**src/hw/rtl/panel_window_write_framer_defines.svh**
```systemverilog
// ----------------------------------------------------------------------------
// panel window write framer assertion macros
// Concurrent assertion helpers used by the framer back end.
// ----------------------------------------------------------------------------
`ifndef PANEL_WINDOW_WRITE_FRAMER_DEFINES_SVH
`define PANEL_WINDOW_WRITE_FRAMER_DEFINES_SVH

`ifndef ASSERT_OFF
// property must hold at every rising clock edge outside reset
`define PWWF_ASSERT(name, prop, clk, rst_n) \
  name: assert property (@(posedge clk) disable iff (!rst_n) (prop)) \
    else $error("pwwf assertion failed");
// expression must never be true outside reset
`define PWWF_ASSERT_NEVER(name, expr, clk, rst_n) \
  name: assert property (@(posedge clk) disable iff (!rst_n) !(expr)) \
    else $error("pwwf forbidden condition seen");
`else
`define PWWF_ASSERT(name, prop, clk, rst_n)
`define PWWF_ASSERT_NEVER(name, expr, clk, rst_n)
`endif

`endif

```
**src/hw/rtl/pwwf_pkg.sv**
```systemverilog
// ----------------------------------------------------------------------------
// pwwf_pkg
// Types and constants of the panel window write framer.
// ----------------------------------------------------------------------------
package pwwf_pkg;

  // request opcodes
  localparam logic [1:0] OP_WINDOW = 2'd0;
  localparam logic [1:0] OP_PIXEL  = 2'd1;
  localparam logic [1:0] OP_ORIENT = 2'd2;
  localparam logic [1:0] OP_NONE   = 2'd3;

  // configuration register indexes
  localparam logic [1:0] CFG_SWAP_BYTES   = 2'd0;
  localparam logic [1:0] CFG_BGR_ORDER    = 2'd1;
  localparam logic [1:0] CFG_PANEL_WIDTH  = 2'd2;
  localparam logic [1:0] CFG_PANEL_HEIGHT = 2'd3;

  localparam int unsigned CFG_IDX_W  = 2;
  localparam int unsigned CFG_DATA_W = 10;

  // panel command bytes
  localparam logic [7:0] CMD_COLUMN_ADDR  = 8'h2A;
  localparam logic [7:0] CMD_ROW_ADDR     = 8'h2B;
  localparam logic [7:0] CMD_MEMORY_WRITE = 8'h2C;
  localparam logic [7:0] CMD_ACCESS_CTRL  = 8'h36;

  localparam logic [7:0] ACCESS_LANDSCAPE = 8'h60;
  localparam logic [7:0] ACCESS_DEFAULT   = 8'h70;
  localparam logic [7:0] ACCESS_BGR_BIT   = 8'h08;

  localparam logic [9:0] LANDSCAPE_WIDTH  = 10'd320;
  localparam logic [9:0] LANDSCAPE_HEIGHT = 10'd240;

  localparam logic       SWAP_RESET   = 1'b1;
  localparam logic       BGR_RESET    = 1'b1;
  localparam logic [9:0] WIDTH_RESET  = 10'd240;
  localparam logic [9:0] HEIGHT_RESET = 10'd240;

  // byte positions within a window run
  localparam logic [3:0] WIN_COL_CMD = 4'd0;
  localparam logic [3:0] WIN_CS_HI   = 4'd1;
  localparam logic [3:0] WIN_CS_LO   = 4'd2;
  localparam logic [3:0] WIN_CE_HI   = 4'd3;
  localparam logic [3:0] WIN_CE_LO   = 4'd4;
  localparam logic [3:0] WIN_ROW_CMD = 4'd5;
  localparam logic [3:0] WIN_RS_HI   = 4'd6;
  localparam logic [3:0] WIN_RS_LO   = 4'd7;
  localparam logic [3:0] WIN_RE_HI   = 4'd8;
  localparam logic [3:0] WIN_RE_LO   = 4'd9;
  localparam logic [3:0] WIN_LAST    = 4'd10;
  localparam logic [3:0] PAIR_LAST   = 4'd1;

  localparam int unsigned QUEUE_DEPTH = 2;

  typedef struct packed {
    logic [1:0]  opcode;
    logic [15:0] col_start;
    logic [15:0] row_start;
    logic [15:0] col_end;
    logic [15:0] row_end;
    logic [7:0]  first_byte;
    logic [7:0]  second_byte;
    logic        final_pixel;
  } req_t;

  typedef struct packed {
    logic [7:0] serial_byte;
    logic       is_data;
    logic       run_last;
    logic       area_done;
  } res_t;

  typedef enum logic {
    KIND_WINDOW,
    KIND_PAIR
  } kind_e;

  // classified work between front and back
  typedef struct packed {
    kind_e       kind;
    logic        lead_cmd;
    logic        done;
    logic [63:0] data;
  } desc_t;

endpackage

```
**src/hw/rtl/pwwf_front.sv**
```systemverilog
// ----------------------------------------------------------------------------
// pwwf_front
// Holds configuration, takes requests and turns them into work descriptors.
// ----------------------------------------------------------------------------
module pwwf_front
  import pwwf_pkg::*;
(
  input  logic                  clk_i,
  input  logic                  rst_ni,
  input  logic                  start,
  output logic                  busy,
  input  req_t                  req_i,
  input  logic                  cfg_valid_i,
  output logic                  cfg_ready_o,
  input  logic [CFG_IDX_W-1:0]  cfg_index_i,
  input  logic [CFG_DATA_W-1:0] cfg_data_i,
  input  logic                  q_full_i,
  output logic                  q_push_o,
  output desc_t                 q_desc_o
);

  logic       swap_q, swap_d;
  logic       bgr_q, bgr_d;
  logic [9:0] width_q, width_d;
  logic [9:0] height_q, height_d;
  logic       accept;
  logic [7:0] access;

  assign cfg_ready_o = 1'b1;
  assign busy        = q_full_i;
  assign accept      = start && !busy;
  assign q_push_o    = accept && (req_i.opcode != OP_NONE);

  always_comb begin
    swap_d   = swap_q;
    bgr_d    = bgr_q;
    width_d  = width_q;
    height_d = height_q;
    if (cfg_valid_i) begin
      unique case (cfg_index_i)
        CFG_SWAP_BYTES:   swap_d   = cfg_data_i[0];
        CFG_BGR_ORDER:    bgr_d    = cfg_data_i[0];
        CFG_PANEL_WIDTH:  width_d  = cfg_data_i;
        CFG_PANEL_HEIGHT: height_d = cfg_data_i;
        default: ;
      endcase
    end
  end

  always_ff @(posedge clk_i or negedge rst_ni) begin
    if (!rst_ni) begin
      swap_q   <= SWAP_RESET;
      bgr_q    <= BGR_RESET;
      width_q  <= WIDTH_RESET;
      height_q <= HEIGHT_RESET;
    end else begin
      swap_q   <= swap_d;
      bgr_q    <= bgr_d;
      width_q  <= width_d;
      height_q <= height_d;
    end
  end

  always_comb begin
    access = ((width_q == LANDSCAPE_WIDTH) && (height_q == LANDSCAPE_HEIGHT)) ?
             ACCESS_LANDSCAPE : ACCESS_DEFAULT;
    if (bgr_q) begin
      access = access | ACCESS_BGR_BIT;
    end
  end

  always_comb begin
    q_desc_o          = '0;
    q_desc_o.kind     = KIND_PAIR;
    unique case (req_i.opcode)
      OP_WINDOW: begin
        q_desc_o.kind = KIND_WINDOW;
        q_desc_o.data = {req_i.col_start, req_i.col_end, req_i.row_start, req_i.row_end};
      end
      OP_PIXEL: begin
        q_desc_o.done = req_i.final_pixel;
        q_desc_o.data[15:8] = swap_q ? req_i.second_byte : req_i.first_byte;
        q_desc_o.data[7:0]  = swap_q ? req_i.first_byte : req_i.second_byte;
      end
      OP_ORIENT: begin
        q_desc_o.lead_cmd   = 1'b1;
        q_desc_o.data[15:8] = CMD_ACCESS_CTRL;
        q_desc_o.data[7:0]  = access;
      end
      default: ;
    endcase
  end

endmodule

```
**src/hw/rtl/pwwf_fifo.sv**
```systemverilog
// ----------------------------------------------------------------------------
// pwwf_fifo
// Short descriptor queue between the front and the back.
// ----------------------------------------------------------------------------
module pwwf_fifo
  import pwwf_pkg::*;
#(
  parameter int unsigned Depth = QUEUE_DEPTH
) (
  input  logic  clk_i,
  input  logic  rst_ni,
  input  logic  push_i,
  input  desc_t desc_i,
  input  logic  pop_i,
  output logic  full_o,
  output logic  valid_o,
  output desc_t head_o
);

  localparam int unsigned PtrW = (Depth > 1) ? $clog2(Depth) : 1;
  localparam int unsigned CntW = $clog2(Depth + 1);
  localparam logic [PtrW-1:0] PtrMax = PtrW'(Depth - 1);
  localparam logic [CntW-1:0] CntFull = CntW'(Depth);

  desc_t           mem_q [Depth];
  logic [PtrW-1:0] wr_ptr_q, wr_ptr_d;
  logic [PtrW-1:0] rd_ptr_q, rd_ptr_d;
  logic [CntW-1:0] cnt_q, cnt_d;

  assign full_o  = (cnt_q == CntFull);
  assign valid_o = (cnt_q != '0);
  assign head_o  = mem_q[rd_ptr_q];

  always_comb begin
    wr_ptr_d = wr_ptr_q;
    rd_ptr_d = rd_ptr_q;
    cnt_d    = cnt_q;
    if (push_i) begin
      wr_ptr_d = (wr_ptr_q == PtrMax) ? '0 : wr_ptr_q + 1'b1;
    end
    if (pop_i) begin
      rd_ptr_d = (rd_ptr_q == PtrMax) ? '0 : rd_ptr_q + 1'b1;
    end
    if (push_i && !pop_i) begin
      cnt_d = cnt_q + 1'b1;
    end else if (pop_i && !push_i) begin
      cnt_d = cnt_q - 1'b1;
    end
  end

  always_ff @(posedge clk_i or negedge rst_ni) begin
    if (!rst_ni) begin
      wr_ptr_q <= '0;
      rd_ptr_q <= '0;
      cnt_q    <= '0;
    end else begin
      wr_ptr_q <= wr_ptr_d;
      rd_ptr_q <= rd_ptr_d;
      cnt_q    <= cnt_d;
    end
  end

  always_ff @(posedge clk_i) begin
    if (push_i) begin
      mem_q[wr_ptr_q] <= desc_i;
    end
  end

endmodule

```
**src/hw/rtl/pwwf_back.sv**
```systemverilog
// ----------------------------------------------------------------------------
// pwwf_back
// Walks the head descriptor one byte per cycle into the result register.
// ----------------------------------------------------------------------------
`include "panel_window_write_framer_defines.svh"

module pwwf_back
  import pwwf_pkg::*;
(
  input  logic  clk_i,
  input  logic  rst_ni,
  input  logic  head_valid_i,
  input  desc_t head_i,
  output logic  pop_o,
  output logic  res_valid_o,
  output res_t  res_o
);

  logic [3:0] cnt_q, cnt_d;
  logic       last;
  res_t       res_d;
  logic       res_valid_q;
  res_t       res_q;

  assign last  = (head_i.kind == KIND_PAIR) ? (cnt_q == PAIR_LAST) : (cnt_q == WIN_LAST);
  assign pop_o = head_valid_i && last;

  always_comb begin
    cnt_d = cnt_q;
    if (head_valid_i) begin
      cnt_d = last ? '0 : cnt_q + 1'b1;
    end
  end

  always_comb begin
    res_d           = '0;
    res_d.run_last  = last;
    if (head_i.kind == KIND_PAIR) begin
      res_d.serial_byte = (cnt_q == '0) ? head_i.data[15:8] : head_i.data[7:0];
      res_d.is_data     = (cnt_q == '0) ? !head_i.lead_cmd : 1'b1;
      res_d.area_done   = last && head_i.done;
    end else begin
      res_d.is_data = 1'b1;
      unique case (cnt_q)
        WIN_COL_CMD: begin
          res_d.serial_byte = CMD_COLUMN_ADDR;
          res_d.is_data     = 1'b0;
        end
        WIN_CS_HI:   res_d.serial_byte = head_i.data[63:56];
        WIN_CS_LO:   res_d.serial_byte = head_i.data[55:48];
        WIN_CE_HI:   res_d.serial_byte = head_i.data[47:40];
        WIN_CE_LO:   res_d.serial_byte = head_i.data[39:32];
        WIN_ROW_CMD: begin
          res_d.serial_byte = CMD_ROW_ADDR;
          res_d.is_data     = 1'b0;
        end
        WIN_RS_HI:   res_d.serial_byte = head_i.data[31:24];
        WIN_RS_LO:   res_d.serial_byte = head_i.data[23:16];
        WIN_RE_HI:   res_d.serial_byte = head_i.data[15:8];
        WIN_RE_LO:   res_d.serial_byte = head_i.data[7:0];
        WIN_LAST: begin
          res_d.serial_byte = CMD_MEMORY_WRITE;
          res_d.is_data     = 1'b0;
        end
        default: ;
      endcase
    end
  end

  always_ff @(posedge clk_i or negedge rst_ni) begin
    if (!rst_ni) begin
      cnt_q       <= '0;
      res_valid_q <= 1'b0;
    end else begin
      cnt_q       <= cnt_d;
      res_valid_q <= head_valid_i;
    end
  end

  always_ff @(posedge clk_i) begin
    res_q <= res_d;
  end

  assign res_valid_o = res_valid_q;
  assign res_o       = res_q;

  // a run in progress always has its descriptor at the queue head
  `PWWF_ASSERT(a_run_has_head, (cnt_q != '0) |-> head_valid_i, clk_i, rst_ni)
  `PWWF_ASSERT_NEVER(a_cnt_range, cnt_q > WIN_LAST, clk_i, rst_ni)
  `PWWF_ASSERT(a_done_on_last, (res_valid_o && res_o.area_done) |-> res_o.run_last, clk_i, rst_ni)
  `PWWF_ASSERT(a_pop_strobes, pop_o |=> (res_valid_o && res_o.run_last), clk_i, rst_ni)

endmodule

```
**src/hw/rtl/panel_window_write_framer.sv**
```systemverilog
// ----------------------------------------------------------------------------
// panel_window_write_framer
// Serial byte framer for panel window, pixel and orientation requests.
// ----------------------------------------------------------------------------
// A request is taken at a rising edge where start is high and busy is low.
// Opcode 0 gives eleven bytes (column command and range, row command and
// range, memory write), opcode 1 gives the two pixel bytes, opcode 2 gives
// the access control command and its byte; opcode 3 is taken and dropped.
// Each byte shows on res_o for one cycle with res_valid_o high; the receiver
// cannot hold it off. The first byte of a request passes through the
// descriptor queue and the result register before it shows on res_o. The
// back end sends one byte per cycle. The descriptor queue (Depth entries)
// lets requests arrive while an earlier one is still being sent; busy is
// high while it is full. Configuration writes on cfg_* are always ready;
// the user must make them only while idle, which the block does not enforce.
// Reset empties the queue, drops any run in progress and loads the register
// defaults: swap on, bgr on, 240 by 240 panel.
// ----------------------------------------------------------------------------
module panel_window_write_framer
  import pwwf_pkg::*;
#(
  parameter int unsigned Depth = QUEUE_DEPTH
) (
  input  logic                  clk_i,
  input  logic                  rst_ni,
  input  logic                  start,
  output logic                  busy,
  input  req_t                  req_i,
  output logic                  res_valid_o,
  output res_t                  res_o,
  input  logic                  cfg_valid_i,
  output logic                  cfg_ready_o,
  input  logic [CFG_IDX_W-1:0]  cfg_index_i,
  input  logic [CFG_DATA_W-1:0] cfg_data_i
);

  logic  q_full;
  logic  q_push;
  logic  q_pop;
  logic  q_valid;
  desc_t q_desc;
  desc_t q_head;

  pwwf_front u_front (
    .clk_i       (clk_i),
    .rst_ni      (rst_ni),
    .start       (start),
    .busy        (busy),
    .req_i       (req_i),
    .cfg_valid_i (cfg_valid_i),
    .cfg_ready_o (cfg_ready_o),
    .cfg_index_i (cfg_index_i),
    .cfg_data_i  (cfg_data_i),
    .q_full_i    (q_full),
    .q_push_o    (q_push),
    .q_desc_o    (q_desc)
  );

  pwwf_fifo #(
    .Depth (Depth)
  ) u_fifo (
    .clk_i   (clk_i),
    .rst_ni  (rst_ni),
    .push_i  (q_push),
    .desc_i  (q_desc),
    .pop_i   (q_pop),
    .full_o  (q_full),
    .valid_o (q_valid),
    .head_o  (q_head)
  );

  pwwf_back u_back (
    .clk_i        (clk_i),
    .rst_ni       (rst_ni),
    .head_valid_i (q_valid),
    .head_i       (q_head),
    .pop_o        (q_pop),
    .res_valid_o  (res_valid_o),
    .res_o        (res_o)
  );

endmodule
```
**config.mk**
```make
export PLATFORM = sky130hd
export DESIGN_NAME = panel_window_write_framer
export DESIGN_NICKNAME = d
export VERILOG_FILES = /design/src/hw/rtl/pwwf_pkg.sv /design/src/hw/rtl/pwwf_front.sv /design/src/hw/rtl/pwwf_fifo.sv /design/src/hw/rtl/pwwf_back.sv /design/src/hw/rtl/panel_window_write_framer.sv
export VERILOG_INCLUDE_DIRS = /design/src /design/src/hw/rtl
export SDC_FILE = /design/constraint.sdc
export NUM_CORES = 1
export LEC_CHECK = 0
export BUFFER_PORTS_ARGS = -buffer_cell sky130_fd_sc_hd__buf_4
export CAP_MARGIN = 20
export CORE_AREA = 4 4 124 126
export CTS_CLUSTER_DIAMETER = 120
export DETAILED_ROUTE_END_ITERATION = 10
export DIE_AREA = 0 0 128 130
export MAX_ROUTING_LAYER = met4
export PLACE_DENSITY_LB_ADDON = 0.08
export SYNTH_ARGS = -nofsm -noshare
export SYNTH_HDL_FRONTEND = slang
export SYNTH_HIERARCHICAL = 1
export SYNTH_SLANG_ARGS = --single-unit
```
**constraint.sdc**
```tcl
create_clock -name clk_i -period 6.3 [get_ports clk_i]
set_input_delay 0.945 -clock clk_i [delete_from_list [all_inputs] [get_ports clk_i]]
set_output_delay 0.945 -clock clk_i [all_outputs]
set_load 0.02 [all_outputs]
```
==> flow_summary.toml, run 1 <==
[setup_path]
start_kind = "input pin"
r2r_start = "u_back/cnt_q[0]$_DFFE_PN0P_"
cp_max_fo = 29
timing.critical_path.from = "req_i[81]"
required_ps = 6380
worst_ep_arrival_time_ps = 3000
end_kind = "flip-flop"
worstSetupPathType = "input pin to flip-flop"

[yosys]
ys_seq_area_share_pct = 61.7
synth_edf_count = 134
netlist_area_um2 = 8160
ys_ff_latch = 176
synthFlopType = "edfxtp_1"
syn-instance-count = 552
syn_nets = 656
async_reset_ff_share_pct = 17.6
ys_warn_count = 6
synth_cell_types = 65
avgSynthCellArea_um2 = 14.8

[pwr]
swShare_pct = 31.8
power.internal_mw = 2.73
finalPower_mw = 4.00
p_per_area_nw_per_um2 = 417
pwr-share-seq_pct = 41.2
clkPwrFrac_pct = 24.8
leakage_nw = 3.71
power_frac_comb_pct = 34.0
p_switching_mw = 1.27
ir_drop_mv = 0.218

[final_layout]
layout.nets = 754
drive_gt1_share_pct = 39.7
layout_commonest_cell = "edfxtp_1"
instances_no_fill = 847
antenna_cells = 0
nFillCells = 1037
final_area_um2 = 9590
area_growth_pct = 17.6
final_cell_mix = "edfxtp_1, buf_4, mux2_2, and2_1, mux2i_1"

[routing]
antenna_left = 0
drt-met1-wl_mm = 7.36
highest_layer = "met4"
wl_met2_mm = 8.09
wl_met3_um = 686
wl_per_cell_um = 19.3
drt-initial-drc-count = 432
wl_mm = 16.3
drc = 0
drtPass1Iterations = 4
drt-vias-per-instance = 5.59
num_vias = 4731

[sta]
finClkSkew_ps = 6.62
slew_headroom_pct = 32.1
finalMaxSlewViolations = 0
fmax_mhz = 343
period_minus_slack_ps = 2920
tns_ps = 0
finalHoldWorstSlack_ps = 443
period_share_pct = 46.3
rsz0062_at_grt = "false"
setup_viol = 0
tightest_slew_ps = 1020
hold_violations = 0

[die]
coreArea_um2 = 14300
die_y_um = 130
chipWidth_um = 128
io_pins = 113
start_util_pct = 57.0
die_area_um2 = 16600
num_rows = 44

[clock_tree]
h-tree-depth = 4
cts_tree = "built"
postCtsSetupRepairBufs = 0
cts_resized = 0
numCtsBuffers = 17
clk_pin_slew_ps = 70
clockRootBuffer = "clkbuf_16"
clkLatencyLatePin_ps = 420
holdBufCountCts = 0
clock_sinks = 176
clock_path_buffers = 2

[grt]
grt_pass1_vias = 4991
antenna_found_initial = 0
grt_max_degree = 68
grt_overflow_total = 0
gr-usage-all-layers_pct = 21.0
grt_pass1_wl_mm = 25.8

[min_path]
hp-class = "input pin to asynchronous set/reset pin"

[flow_run]
timing.max_cap.violations = 0

[placed_design]
port_buffers = 111
gp_congestion = 0.797
post-place-cells = 815
place_area_um2 = 9020
hpwlAfterDp_mm = 11.0

[outcome]
status = "finished clean"
==> power by group through the flow <==
| stage | sequential (mW) | clock (mW) | combinational (mW) |
|---|---|---|---|
| 3_5_place_dp | 1.67 | 0 | 1.36 |
| 6_report | 1.65 | 0.994 | 1.36 |
| 4_1_cts | 1.65 | 1.01 | 1.36 |
| 2_1_floorplan | 1.67 | 0 | 1.02 |
| 3_3_place_gp | 1.66 | 0 | 1.33 |
| 5_1_grt | 1.67 | 1.06 | 1.47 |
==> metrics by stage <==
step | util [%] | setup slack (ps)
3_3_place_gp | 62.8 | 2700
3_5_place_dp | 63.0 | 2940
6_report | 67.0 | 3380
4_1_cts | 67.0 | 3390
5_1_grt | 67.0 | 3210
2_1_floorplan | - | 1110
==> sequential cells by signal, indices dropped and copies added, names as in the netlist <==
register and flops:
u_fifo/mem_q 134, u_back/res_valid_o 1, u_front/width_q 10, u_fifo/wr_ptr_q 1
u_front/swap_q 1, u_back/res_o 11, u_fifo/rd_ptr_q 1, u_fifo/cnt_q 2
u_back/cnt_q 4, u_front/height_q 10, u_front/bgr_q 1
==> path summary, 6_finish.rpt <==
check / to / slack [ps] / depth (start not counted)
setup / recovery: u_fifo/mem_q[0][40]$_DFFE_PP_ / 3380 / 5
hold / removal: u_back/cnt_q[1]$_DFFE_PN0P_ / 440 / 1
setup reg to reg: u_back/res_o[7]$_DFF_P_ / 3560 / 6
hold reg to reg: u_fifo/cnt_q[1]$_DFFE_PN0P_ / 490 / 1
max in group asynchronous: u_front/swap_q$_DFFE_PN1P_ / 5520 / 1
min in group clk_i: u_fifo/cnt_q[1]$_DFFE_PN0P_ / 490 / 1
==> synth_stat cells (all sizes together) (4+ instances only) <==
cell type,count,area (µm²)
edfxtp,134,4020
ha,5,62.6
a32oi,6,52.6
and2,50,313
clkbuf,9,36.3
a211oi,15,118
nand2,16,60.1
mux2i,23,230
buf,28,233
o22ai,9,56.3
dfrtp,21,526
a21oi,7,38.8
mux2,97,1170
nor2,23,93.8
nor2b,9,56.3
inv,8,30.0
dfxtp,11,220
o21ai,4,20.0
a221oi,4,35.0
a22oi,9,67.6
xor2,4,35.0
dfstp,10,263
==> cell families after synthesis <==
group | share of synthesized area, %
XOR/XNOR | 0.537
multiplexers | 17.2
AND/OR/NAND/NOR | 9.17
adder cells (fa/ha/maj) | 0.767
AO/OA/AOI/OAI | 6.93
buffers and inverters | 3.67
flip-flops | 61.7
other | 0.0460
==> metal layers <==
| metal | global-route usage [%] | up-vias |
|---|---|---|
| li1 | - | 2282 |
| met2 | 32.9 | 106 |
| met5 | - | - |
| met3 | 4.30 | 19 |
| met4 | 7.12 | 0 |
| met1 | 27.7 | 2324 |
==> critical path, stage by stage <==
cell	delay [ps]
buf_4	200
a211oi_1	500
nor2b_4	690
buf_16	250
buf_4	380
==> layout make-up <==
type | instances | area (µm²) | area share (%)
Sequential cell | 176 | 5030 | 52.5
Multi-Input combinational cell | 331 | 2830 | 29.6
Timing Repair Buffer | 116 | 891 | 9.29
Clock buffer | 22 | 495 | 5.17
Tap cell | 184 | 230 | 2.40
Clock inverter | 10 | 75.1 | 0.783
Inverter | 8 | 30.0 | 0.313
Power figures use the tool's default switching activity.
==> run 2: changes to the inputs <==
--- a/config.mk
+++ b/config.mk
@@ -6,12 +6,13 @@
 export SDC_FILE = /design/constraint.sdc
 export NUM_CORES = 1
 export LEC_CHECK = 0
+export ABC_AREA = 1
 export BUFFER_PORTS_ARGS = -buffer_cell sky130_fd_sc_hd__buf_4
 export CAP_MARGIN = 20
-export CORE_AREA = 4 4 124 126
+export CORE_AREA = 4 4 133 135
 export CTS_CLUSTER_DIAMETER = 120
 export DETAILED_ROUTE_END_ITERATION = 10
-export DIE_AREA = 0 0 128 130
+export DIE_AREA = 0 0 137 139
 export MAX_ROUTING_LAYER = met4
 export PLACE_DENSITY_LB_ADDON = 0.08
 export SYNTH_ARGS = -nofsm -noshare
==> constraint.sdc (replaced) <==
create_clock -name clk_i -period 2.36 [get_ports clk_i]
set_input_delay 0.354 -clock clk_i [delete_from_list [all_inputs] [get_ports clk_i]]
set_output_delay 0.354 -clock clk_i [all_outputs]
set_load 0.02 [all_outputs]
==> flow_summary.toml, run 2 <==
[sta]
slew_headroom_pct = 47.9
fmax_mhz = 478
tightest_slew_ps = 782
rsz0062_at_grt = "false"
setup_viol = 0
hold_violations = 0
finClkSkew_ps = 7.92
period_share_pct = 88.7
period_minus_slack_ps = 2090
finalMaxSlewViolations = 0
postLayoutSetupSlackWorst_ps = 267
tns_ps = 0

[clock_tree]
clock_sinks = 176
clock_path_buffers = 2
clockRootBuffer = "clkbuf_16"
cts_resized = 0
numCtsBuffers = 17
postCtsSetupRepairBufs = 0
clkLatencyLatePin_ps = 430
holdBufCountCts = 1
cts_tree = "built"
h-tree-depth = 4
clk_pin_slew_ps = 70

[yosys]
ys_seq_area_share_pct = 59.5
netlist_area_um2 = 8460
synthFlopType = "edfxtp_1"
ys_ff_latch = 176
syn_nets = 895
async_reset_ff_share_pct = 17.6
yosys.area_share.adder_pct = 0.740
synth_top_area_share_pct = 47.6
yosysMostFrequentCell = "nand2_1"
synth_compound_area_share_pct = 4.35
ys_top_cells_by_area = "edfxtp_1, mux2_2, dfrtp_1"
synthMuxAreaShare_pct = 9.81
synthTopCellsByCount = "nand2_1, edfxtp_1, nor2_1"
ys_warn_count = 6
yosys.area_share.simple_pct = 17.0
syn-instance-count = 791
avgSynthCellArea_um2 = 10.7
synth_xor_area_share_pct = 0.518
synth_top_family_by_area = "simple AND/OR/NAND/NOR gates"
synth_cell_types = 35
synth_edf_count = 134
yosys.area.top_type = "edfxtp_1"

[setup_path]
end_kind = "flip-flop"
worstSetupPathType = "flip-flop to flip-flop"
worst_ep_arrival_time_ps = 2410
timing.critical_path.from = "u_back/cnt_q[3]$_DFFE_PN0P_"
cp_max_fo = 14
worstSetupEndpoint = "u_fifo/cnt_q[1]$_DFFE_PN0P_"
r2r_start = "u_back/cnt_q[3]$_DFFE_PN0P_"
start_kind = "flip-flop"
required_ps = 2680
r2r_end = "u_fifo/cnt_q[1]$_DFFE_PN0P_"
rrSetupSlack_ps = 270
r2r_cells = 11

[final_layout]
regMostFlops = "u_fifo/mem_q"
layout.nets = 1003
final_area_um2 = 10000
final_cell_mix = "nand2_1, edfxtp_1, buf_4, nor2_1, inv_1"
largest_reg_flops = 134
drive_gt1_share_pct = 29.1
area_growth_pct = 18.8
antenna_cells = 0
layout_commonest_cell = "nand2_1"

[die]
chipWidth_um = 137
start_util_pct = 51.4
coreArea_um2 = 16500
die_y_um = 139
die_area_um2 = 19000
num_rows = 47
io_pins = 113

[routing]
drt-vias-per-instance = 5.04
wl_mm = 18.3
num_vias = 5701
antenna_left = 0
drc = 0
drtPass1Iterations = 5
drt-initial-drc-count = 379
wl_per_cell_um = 16.2

[placed_design]
hpwlAfterDp_mm = 13.3
port_buffers = 111
place_ws_ps = 274
place_area_um2 = 9440
gp_congestion = 0.966

[grt]
grt_pass1_wl_mm = 29.2
grt_use_met2_pct = 32.0
grt.busiest_layer = "met2"
grt_use_met3_pct = 3.85
grt_overflow_total = 0
antenna_found_initial = 0
gr-usage-all-layers_pct = 20.6
grt_pass1_vias = 5727
grt_max_degree = 51
grtUsageMet1_pct = 27.5

[pwr]
p_per_area_nw_per_um2 = 1070
leakage_nw = 4.41
ir_drop_mv = 0.677

[flow_run]
timing.max_cap.violations = 0

[outcome]
status = "finished clean"

[min_path]
hp-class = "input pin to flip-flop"
worst_hold_path.num_cells = 3
-- run 2: cell count changes after synthesis, moves of 15 or more --
cell,delta
and2_1,-50
inv_1,+89
mux2_2,-25
mux2i_1,-23
nand2_1,+122
nand3_1,+28
nand4_1,+23
nor2_1,+89
o21ai_0,+40
o21ai_1,+15
-- run 2: cells by family after synthesis --
kind of cell,after synthesis
flip-flops,176
other,1
XOR/XNOR,5
adder cells (fa/ha/maj),5
multiplexers,67
AO/OA/AOI/OAI,69
AND/OR/NAND/NOR,323
buffers and inverters,145
-- run 2: metrics by stage --
step / hold slack (ps) / utilization [%] / power [mW] / cells
2_1_floorplan: 58.4 / - / 7.03 / 791
3_3_place_gp: 310 / 57.3 / 8.00 / 1099
3_5_place_dp: 316 / 57.3 / 8.07 / 1099
4_1_cts: 145 / 61.0 / 10.9 / 1132
5_1_grt: 166 / 61.0 / 11.4 / 1132
6_report: 162 / 61.0 / 10.8 / 1132
-- run 2: how the worst min path moves through the flow --
stage	from	slack, ps	endpoint
4_1_cts	cfg_data_i[5]	140	u_front/width_q[5]$_DFFE_PN1P_
2_1_floorplan	rst_ni	60	u_back/cnt_q[0]$_DFFE_PN0P_
6_report	cfg_data_i[5]	160	u_front/width_q[5]$_DFFE_PN1P_
5_1_grt	cfg_data_i[5]	170	u_front/height_q[5]$_DFFE_PN1P_
3_5_place_dp	rst_ni	320	u_back/cnt_q[2]$_DFFE_PN0P_
3_3_place_gp	rst_ni	310	u_back/cnt_q[3]$_DFFE_PN0P_
-- run 2: area by class of cell --
class	count	area, µm²
Clock buffer	20	479
Clock inverter	12	115
Fill cell	1347	6420
Inverter	106	402
Multi-Input combinational cell	470	2750
Sequential cell	176	5030
Tap cell	220	275
Timing Repair Buffer	128	988
-- run 2: report_power, final --
| part | total (mW) | switching (mW) | internal [mW] |
|---|---|---|---|
| clock | 2.78 | 1.18 | 1.60 |
| combinational | 3.67 | 2.18 | 1.49 |
| sequential | 4.34 | 0.255 | 4.08 |
-- run 2: critical path, stage by stage, from the launching register on --
cell	delay [ps]
dfrtp_1	520
nor2_8	290
nand2_1	180
inv_2	150
o21ai_4	90
nor2_2	150
inv_1	60
ha_1	300
inv_1	80
nand3_1	80
nand2_1	60
nand2_1	40
-- run 2: metal layers --
| layer | wire (µm) | vias to the layer above |
|---|---|---|
| met5 | 0 | - |
| met4 | 258 | 0 |
| met3 | 932 | 20 |
| met2 | 9130 | 171 |
| met1 | 8030 | 2673 |
| li1 | - | 2837 |
